### src/hdl/deq_pkg.sv
// Shared types and constants for the double-ended queue.
// Holds command and error codes, payload structs and the cell control struct.
// No dependencies.
package deq_pkg;

    localparam int DATA_W  = 32;
    localparam int CMD_W   = 3;
    localparam int ERR_W   = 2;
    localparam int COUNT_W = 5;

    typedef enum logic [CMD_W-1:0] {
        CMD_PUSH_FRONT = 3'd0,
        CMD_PUSH_BACK  = 3'd1,
        CMD_POP_FRONT  = 3'd2,
        CMD_POP_BACK   = 3'd3,
        CMD_CLEAR      = 3'd4,
        CMD_STATUS     = 3'd5
    } t_deq_cmd;

    typedef enum logic [ERR_W-1:0] {
        ERR_OK    = 2'd0,
        ERR_EMPTY = 2'd1,
        ERR_FULL  = 2'd2
    } t_deq_err;

    typedef struct packed {
        logic [CMD_W-1:0]         command;
        logic signed [DATA_W-1:0] value;
    } t_deq_in;

    typedef struct packed {
        logic signed [DATA_W-1:0] popped_value;
        logic [ERR_W-1:0]         error_code;
        logic [COUNT_W-1:0]       entry_count;
        logic signed [DATA_W-1:0] front_value;
        logic signed [DATA_W-1:0] back_value;
    } t_deq_out;

    // Operation broadcast to every cell of the chain
    typedef struct packed {
        logic push_front;
        logic push_back;
        logic pop_front;
        logic pop_back;
        logic clear;
    } t_deq_ctrl;

endpackage

### src/hdl/double_ended_queue.sv
// Top level of the bounded double-ended queue of 32-bit signed values.
// Instantiates a chain of deq_cell storage cells; uses deq_pkg.
//
// Usage:
//   Input channel (i_in_valid / o_in_ready / i_in_data) carries one command
//   per transaction: push front, push back, pop front, pop back, clear or
//   status. Output channel (o_out_valid / i_out_ready / o_out_data) returns
//   exactly one result per command: popped value, error code, entry count,
//   and the front and back entries after the command.
//   Storage is a row of DEPTH cells; cell 0 holds the front entry. Front
//   commands shift the whole row by one place, back commands act on the
//   cell at the edge of the occupied run.
//   Flow: the command updates the cells at its acceptance edge; its result
//   is held pending, then loaded into the output register from the updated
//   row. One command is in flight at a time: o_in_ready stays low until the
//   pending result has moved into the output register.
//   Reset empties the queue (all cells unoccupied, count zero).
//   When the receiver stalls, the result waits in the output register; one
//   more command is still accepted and its result waits in a holding stage,
//   after which o_in_ready stays low until the output register drains.
//   Push on full is dropped and flagged; pop on empty is flagged and
//   changes nothing.
module double_ended_queue #(
    parameter int DEPTH = 16
) (
    input  logic              i_clk,
    input  logic              i_rst_n,
    input  logic              i_in_valid,
    output logic              o_in_ready,
    input  deq_pkg::t_deq_in  i_in_data,
    output logic              o_out_valid,
    input  logic              i_out_ready,
    output deq_pkg::t_deq_out o_out_data
);
    import deq_pkg::*;

    localparam int CNT_W = $clog2(DEPTH + 1);

    t_deq_ctrl                w_ctrl;
    logic [DEPTH-1:0]         w_cell_valid;
    logic signed [DATA_W-1:0] w_cell_data [DEPTH];
    logic signed [DATA_W-1:0] w_cell_tap  [DEPTH];
    logic signed [DATA_W-1:0] w_back;
    logic                     w_in_fire;
    logic                     w_full;
    logic                     w_empty;
    logic                     w_out_load;
    logic signed [DATA_W-1:0] w_popped;
    t_deq_err                 w_err;

    logic [CNT_W-1:0]         r_count;
    logic [CNT_W-1:0]         n_count;
    logic                     r_pend;
    logic signed [DATA_W-1:0] r_pend_popped;
    t_deq_err                 r_pend_err;
    logic                     r_out_valid;
    t_deq_out                 r_out_data;

    assign w_in_fire  = i_in_valid & o_in_ready;
    assign w_full     = (r_count == CNT_W'(DEPTH));
    assign w_empty    = (r_count == '0);
    assign w_out_load = r_pend & (~r_out_valid | i_out_ready);

    // Command decode: operation for the cells, error, popped value, next count
    always_comb begin
        w_ctrl   = '0;
        w_err    = ERR_OK;
        w_popped = '0;
        n_count  = r_count;
        if (w_in_fire) begin
            case (i_in_data.command)
                CMD_PUSH_FRONT: begin
                    if (w_full) begin
                        w_err = ERR_FULL;
                    end else begin
                        w_ctrl.push_front = 1'b1;
                        n_count           = r_count + 1'b1;
                    end
                end
                CMD_PUSH_BACK: begin
                    if (w_full) begin
                        w_err = ERR_FULL;
                    end else begin
                        w_ctrl.push_back = 1'b1;
                        n_count          = r_count + 1'b1;
                    end
                end
                CMD_POP_FRONT: begin
                    if (w_empty) begin
                        w_err = ERR_EMPTY;
                    end else begin
                        w_ctrl.pop_front = 1'b1;
                        w_popped         = w_cell_data[0];
                        n_count          = r_count - 1'b1;
                    end
                end
                CMD_POP_BACK: begin
                    if (w_empty) begin
                        w_err = ERR_EMPTY;
                    end else begin
                        w_ctrl.pop_back = 1'b1;
                        w_popped        = w_back;
                        n_count         = r_count - 1'b1;
                    end
                end
                CMD_CLEAR: begin
                    w_ctrl.clear = 1'b1;
                    n_count      = '0;
                end
                default: begin
                    // status and unused codes change nothing
                end
            endcase
        end
    end

    // Chain of storage cells; cell 0 sees the pushed value as an occupied left neighbor
    for (genvar g = 0; g < DEPTH; g++) begin : g_cell
        logic signed [DATA_W-1:0] w_left_data;
        logic                     w_left_valid;
        logic signed [DATA_W-1:0] w_right_data;
        logic                     w_right_valid;

        if (g == 0) begin : g_head
            assign w_left_data  = i_in_data.value;
            assign w_left_valid = 1'b1;
        end else begin : g_body
            assign w_left_data  = w_cell_data[g-1];
            assign w_left_valid = w_cell_valid[g-1];
        end

        if (g == DEPTH - 1) begin : g_tail
            assign w_right_data  = '0;
            assign w_right_valid = 1'b0;
        end else begin : g_inner
            assign w_right_data  = w_cell_data[g+1];
            assign w_right_valid = w_cell_valid[g+1];
        end

        deq_cell u_cell (
            .i_clk         (i_clk),
            .i_rst_n       (i_rst_n),
            .i_ctrl        (w_ctrl),
            .i_push_value  (i_in_data.value),
            .i_left_data   (w_left_data),
            .i_left_valid  (w_left_valid),
            .i_right_data  (w_right_data),
            .i_right_valid (w_right_valid),
            .o_data        (w_cell_data[g]),
            .o_valid       (w_cell_valid[g]),
            .o_back_tap    (w_cell_tap[g])
        );
    end

    // Back entry: only the last occupied cell drives a nonzero tap
    always_comb begin
        w_back = '0;
        for (int k = 0; k < DEPTH; k++) begin
            w_back = w_back | w_cell_tap[k];
        end
    end

    // Entry count and pending-result control
    always_ff @(posedge i_clk) begin
        if (!i_rst_n) begin
            r_count     <= '0;
            r_pend      <= 1'b0;
            r_out_valid <= 1'b0;
        end else begin
            r_count <= n_count;
            if (w_in_fire) begin
                r_pend <= 1'b1;
            end else if (w_out_load) begin
                r_pend <= 1'b0;
            end
            if (w_out_load) begin
                r_out_valid <= 1'b1;
            end else if (i_out_ready) begin
                r_out_valid <= 1'b0;
            end
        end
    end

    // Pending result fields captured at acceptance
    always_ff @(posedge i_clk) begin
        if (w_in_fire) begin
            r_pend_popped <= w_popped;
            r_pend_err    <= w_err;
        end
    end

    // Output register, filled from the updated cell row
    always_ff @(posedge i_clk) begin
        if (w_out_load) begin
            r_out_data.popped_value <= r_pend_popped;
            r_out_data.error_code   <= r_pend_err;
            r_out_data.entry_count  <= COUNT_W'(r_count);
            r_out_data.front_value  <= w_cell_valid[0] ? w_cell_data[0] : '0;
            r_out_data.back_value   <= w_back;
        end
    end

    assign o_in_ready  = ~r_pend;
    assign o_out_valid = r_out_valid;
    assign o_out_data  = r_out_data;

    // Count tracks the number of occupied cells
    a_count_matches: assert property (@(posedge i_clk) disable iff (!i_rst_n)
        r_count == CNT_W'($countones(w_cell_valid)))
        else $error("entry count differs from occupied cells");

    // Occupied cells form one run starting at cell 0
    a_valid_contiguous: assert property (@(posedge i_clk) disable iff (!i_rst_n)
        (w_cell_valid & (w_cell_valid + 1'b1)) == '0)
        else $error("occupied cells are not contiguous from the front");

    // An accepted command always leaves a pending result
    a_accept_pends: assert property (@(posedge i_clk) disable iff (!i_rst_n)
        w_in_fire |=> r_pend)
        else $error("accepted command left no pending result");

    // A failed command never reports a popped value
    a_err_no_pop: assert property (@(posedge i_clk) disable iff (!i_rst_n)
        (r_out_valid && r_out_data.error_code != ERR_OK) |-> r_out_data.popped_value == '0)
        else $error("error result carries a popped value");

endmodule

### src/hdl/deq_cell.sv
// One storage cell of the queue chain: a data word and an occupied flag.
// Shifts with its neighbors on front operations, fills or empties at the back edge.
// Depends on deq_pkg.
module deq_cell (
    input  logic                              i_clk,
    input  logic                              i_rst_n,
    input  deq_pkg::t_deq_ctrl                i_ctrl,
    input  logic signed [deq_pkg::DATA_W-1:0] i_push_value,
    input  logic signed [deq_pkg::DATA_W-1:0] i_left_data,
    input  logic                              i_left_valid,
    input  logic signed [deq_pkg::DATA_W-1:0] i_right_data,
    input  logic                              i_right_valid,
    output logic signed [deq_pkg::DATA_W-1:0] o_data,
    output logic                              o_valid,
    output logic signed [deq_pkg::DATA_W-1:0] o_back_tap
);
    import deq_pkg::*;

    logic signed [DATA_W-1:0] r_data;
    logic signed [DATA_W-1:0] n_data;
    logic                     r_valid;
    logic                     n_valid;
    logic                     w_is_back;

    // This cell is the back entry when it is occupied and its right neighbor is not
    assign w_is_back = r_valid & ~i_right_valid;

    // Next contents from the broadcast operation and the neighbors
    always_comb begin
        n_data  = r_data;
        n_valid = r_valid;
        if (i_ctrl.clear) begin
            n_valid = 1'b0;
        end else if (i_ctrl.push_front) begin
            n_data  = i_left_data;
            n_valid = i_left_valid;
        end else if (i_ctrl.pop_front) begin
            n_data  = i_right_data;
            n_valid = i_right_valid;
        end else if (i_ctrl.push_back && !r_valid && i_left_valid) begin
            n_data  = i_push_value;
            n_valid = 1'b1;
        end else if (i_ctrl.pop_back && w_is_back) begin
            n_valid = 1'b0;
        end
    end

    // Occupied flag
    always_ff @(posedge i_clk) begin
        if (!i_rst_n) begin
            r_valid <= 1'b0;
        end else begin
            r_valid <= n_valid;
        end
    end

    // Data word, no reset
    always_ff @(posedge i_clk) begin
        r_data <= n_data;
    end

    assign o_data     = r_data;
    assign o_valid    = r_valid;
    assign o_back_tap = w_is_back ? r_data : '0;

endmodule

### config.mk
export PLATFORM = sky130hd
export DESIGN_NAME = double_ended_queue
export DESIGN_NICKNAME = d
export VERILOG_FILES = /design/src/hdl/deq_pkg.sv /design/src/hdl/double_ended_queue.sv /design/src/hdl/deq_cell.sv
export SDC_FILE = /design/constraint.sdc
export NUM_CORES = 1
export LEC_CHECK = 0
export BUFFER_PORTS_ARGS = -buffer_cell sky130_fd_sc_hd__buf_2
export CAP_MARGIN = 20
export CORE_MARGIN = 10
export CORE_UTILIZATION = 30
export CTS_CLUSTER_SIZE = 24
export DETAILED_ROUTE_END_ITERATION = 10
export PLACE_DENSITY_LB_ADDON = 0.12
export SLEW_MARGIN = 0
export SYNTH_ARGS = -nofsm -noshare
export SYNTH_HDL_FRONTEND = slang
export SYNTH_HIERARCHICAL = 1
export SYNTH_SLANG_ARGS = --single-unit
### constraint.sdc
create_clock -name i_clk -period 12.9 [get_ports i_clk]
set_input_delay 1.935 -clock i_clk [delete_from_list [all_inputs] [get_ports i_clk]]
set_output_delay 1.935 -clock i_clk [all_outputs]
set_load 0.01 [all_outputs]
==> impl_metrics.yaml <==
synth:
  syn_area_mm2: 0.0372
  synth_area_leaders: "edfxtp_1 (52%), mux2i_1 (14%), and2_1 (9.2%)"
  ys_seq_area_frac: 0.536
  synth_commonest_cells: "edfxtp_1 (649), and2_1 (547), mux2i_1 (528)"
  synth.most_common_cell: "edfxtp_1"
  yosysTopAreaCell: "edfxtp_1"
  synth_edf_count: 649
  ys_types: 45
  synth.top_cell.area_share: 0.524
  syn-instance-count: 3401
  async_flop_share: 0
  ys_ff_latch: 672
  synth.avg_cell_area_um2: 10.9
  synth_ff_type: "edfxtp_1"
  yosysWarnings: 6
cells_and_area:
  final_nets: 3521
  final_util: 0.339
  drive_above_1_share: 0.110
  layoutNonFillerInstCount: 5181
  area_growth_pct: 12.4
sta:
  period_needed_ns: 5.60
  hold_viol_final: 0
  min_period_over_period: 0.434
  rsz0062_at_grt: "false"
  fin_tns_setup_ns: 0
  slew_headroom: 0.188
  maxSlewViolCount: 0
  max_freq_mhz: 179
  setup_viol: 0
  layout_setup_ws_ns: 7.30
  worstMarginPinSlew_ns: 1.22
  fin_skew_ns: 0.0242
routing:
  drc: 0
  dr.pass1.iters: 7
  drtIter0Drc: 2371
  avgRoutedWirePerCell_um: 23.4
  final_antenna_net_count: 0
  drt-total-wl_mm: 121
  vias_per_cell: 5.06
  vias: 26200
clock_network:
  clkTransAtPathRegs_ns: 0.06
  cts_hold_buf: 0
  htree_levels: 3
  cts-resized-gates: 0
  tritoncts: "built"
  cts_root_buffer: "clkbuf_16"
  clk_latency_ns: 0.65
  postCtsSetupRepairBufs: 0
  clock_sinks: 672
  ctsLongestPathBuffers: 3
  numCtsBuffers: 79
floorplan:
  die_area_mm2: 0.139
  pin_count: 144
  rows: 129
  die_height_um: 372
  core-area_mm2: 0.123
  start_util: 0.301
  die_x_um: 372
pwr:
  power.density_mw_per_mm2: 128
  leakage_nw: 12.9
  ir_worst_vdd_uv: 90.1
worst_setup_path:
  rrSetupSlack_ns: 8.27
  required_ns: 13.24
  critPathLaunchType: "primary input"
  endpoint_kind: "register"
  cp_max_fo: 216
  path_class: "primary input to register"
  arrival_ns: 5.94
hold_path:
  hold_class: "register to register"
placement:
  routabilityCongestion: 0.725
  hpwl_mm: 71.7
  io_buffers: 143
  dp.cells: 5034
  place_ws_ns: 6.72
run_status:
  outcome: "finished clean"
global_routing:
  met3_usage: 0.0311
  grt_start_max_net_pins: 257
  use_met2: 0.249
  grt_pass1_wl_mm: 177
  grtUsageTotal: 0.169
  globalRouteOverflowTotal: 0
  grt_pass1_vias: 25300
  antenna_found_initial: 35
  busiest_layer: "met1"
  grt_use_met1: 0.255
flow_run:
  maxCapViolations: 0
-- worst paths after layout --
kind,startpoint,end,cells after the start
max,i_in_valid,g_cell[9].u_cell/o_data[19],8
min,r_pend_popped[28],o_out_data[99],0
max reg2reg,r_pend,g_cell[9].u_cell/o_data[19],8
min reg2reg,r_pend_popped[28],o_out_data[99],0
-- metrics by stage --
| step | area, µm² | hold slack, ns | power [mW] |
|---|---|---|---|
| 2_1_floorplan | 37300 | 0.400 | 2.89 |
| 3_3_place_gp | 39300 | 0.401 | 3.12 |
| 3_5_place_dp | 39300 | 0.405 | 3.13 |
| 4_1_cts | 41800 | 0.415 | 5.44 |
| 5_1_grt | 41800 | 0.427 | 5.57 |
| 6_report | 41800 | 0.414 | 5.37 |
-- logic make-up (layout without fill, tap and decap cells) --
logic type      Yosys count  in the layout  synth area share
compound gates          608            608            0.0922
xor+xnor                  3              3          0.000706
fa+ha+maj                 4              4           0.00155
buf+inv                 290            395            0.0465
flops                   672            672             0.536
mux                     528            528             0.142
other cells               2             40          0.000202
simple gates           1294           1294             0.181
-- final cells by class --
type | count | area (µm²)
sequential | 672 | 19900
clock inverter | 47 | 448
inverter | 56 | 210
antenna | 3 | 7.51
timing repair buffer | 195 | 1160
multi-input combinational | 2474 | 15900
clock buffer | 97 | 2110
fill | 12600 | 81600
tap | 1637 | 2050
-- placed cells by master, fill, tap and decap left out, types with 5 or more instances in the layout --
cell and instances:
dfxtp_1 23, nor2_4 34, buf_2 143, nand2_1 517, o21ai_0 17, buf_4 48
a311oi_1 16, o21ai_1 512, clkbuf_1 14, clkinv_1 11, a22o_1 31, and2_1 545
clkbuf_16 81, nand4_1 32, inv_2 17, edfxtp_1 649, nand2b_1 19, a21oi_1 5
inv_1 39, nor4_1 129, conb_1 37, mux2i_1 528, bufinv_16 8, a2111oi_2 17
clkinv_2 20
-- layer usage --
metal	vias to the layer above	routed length, µm
met1	13000	60100
li1	12400	-
met2	710	51100
met3	139	8050
met4	22	1890
met5	-	135
-- power breakdown --
part | internal, mW | switching (mW) | leakage [nW]
clock network | 1.32 | 0.967 | 1.26
logic | 0.159 | 0.358 | 5.45
registers | 2.51 | 0.0513 | 6.17
total | 3.99 | 1.38 | 12.9
-- state kept, by name, summed over array words and instances, names as in the netlist --
register               cells
g_cell.u_cell/o_data     512
o_out_data               103
r_pend_popped             32
g_cell.u_cell/o_valid     16
r_count                    5
r_pend_err                 2
o_out_valid                1
r_pend                     1
-- critical path, cell delays in order --
cell	delay, ns
buf_2	0.08
nand2_1	0.15
nor3_1	0.24
and3_4	0.80
buf_12	0.59
buf_4	0.76
buf_4	0.86
o21ai_1	0.20
Note: power is estimated with default switching activity, not from simulation.
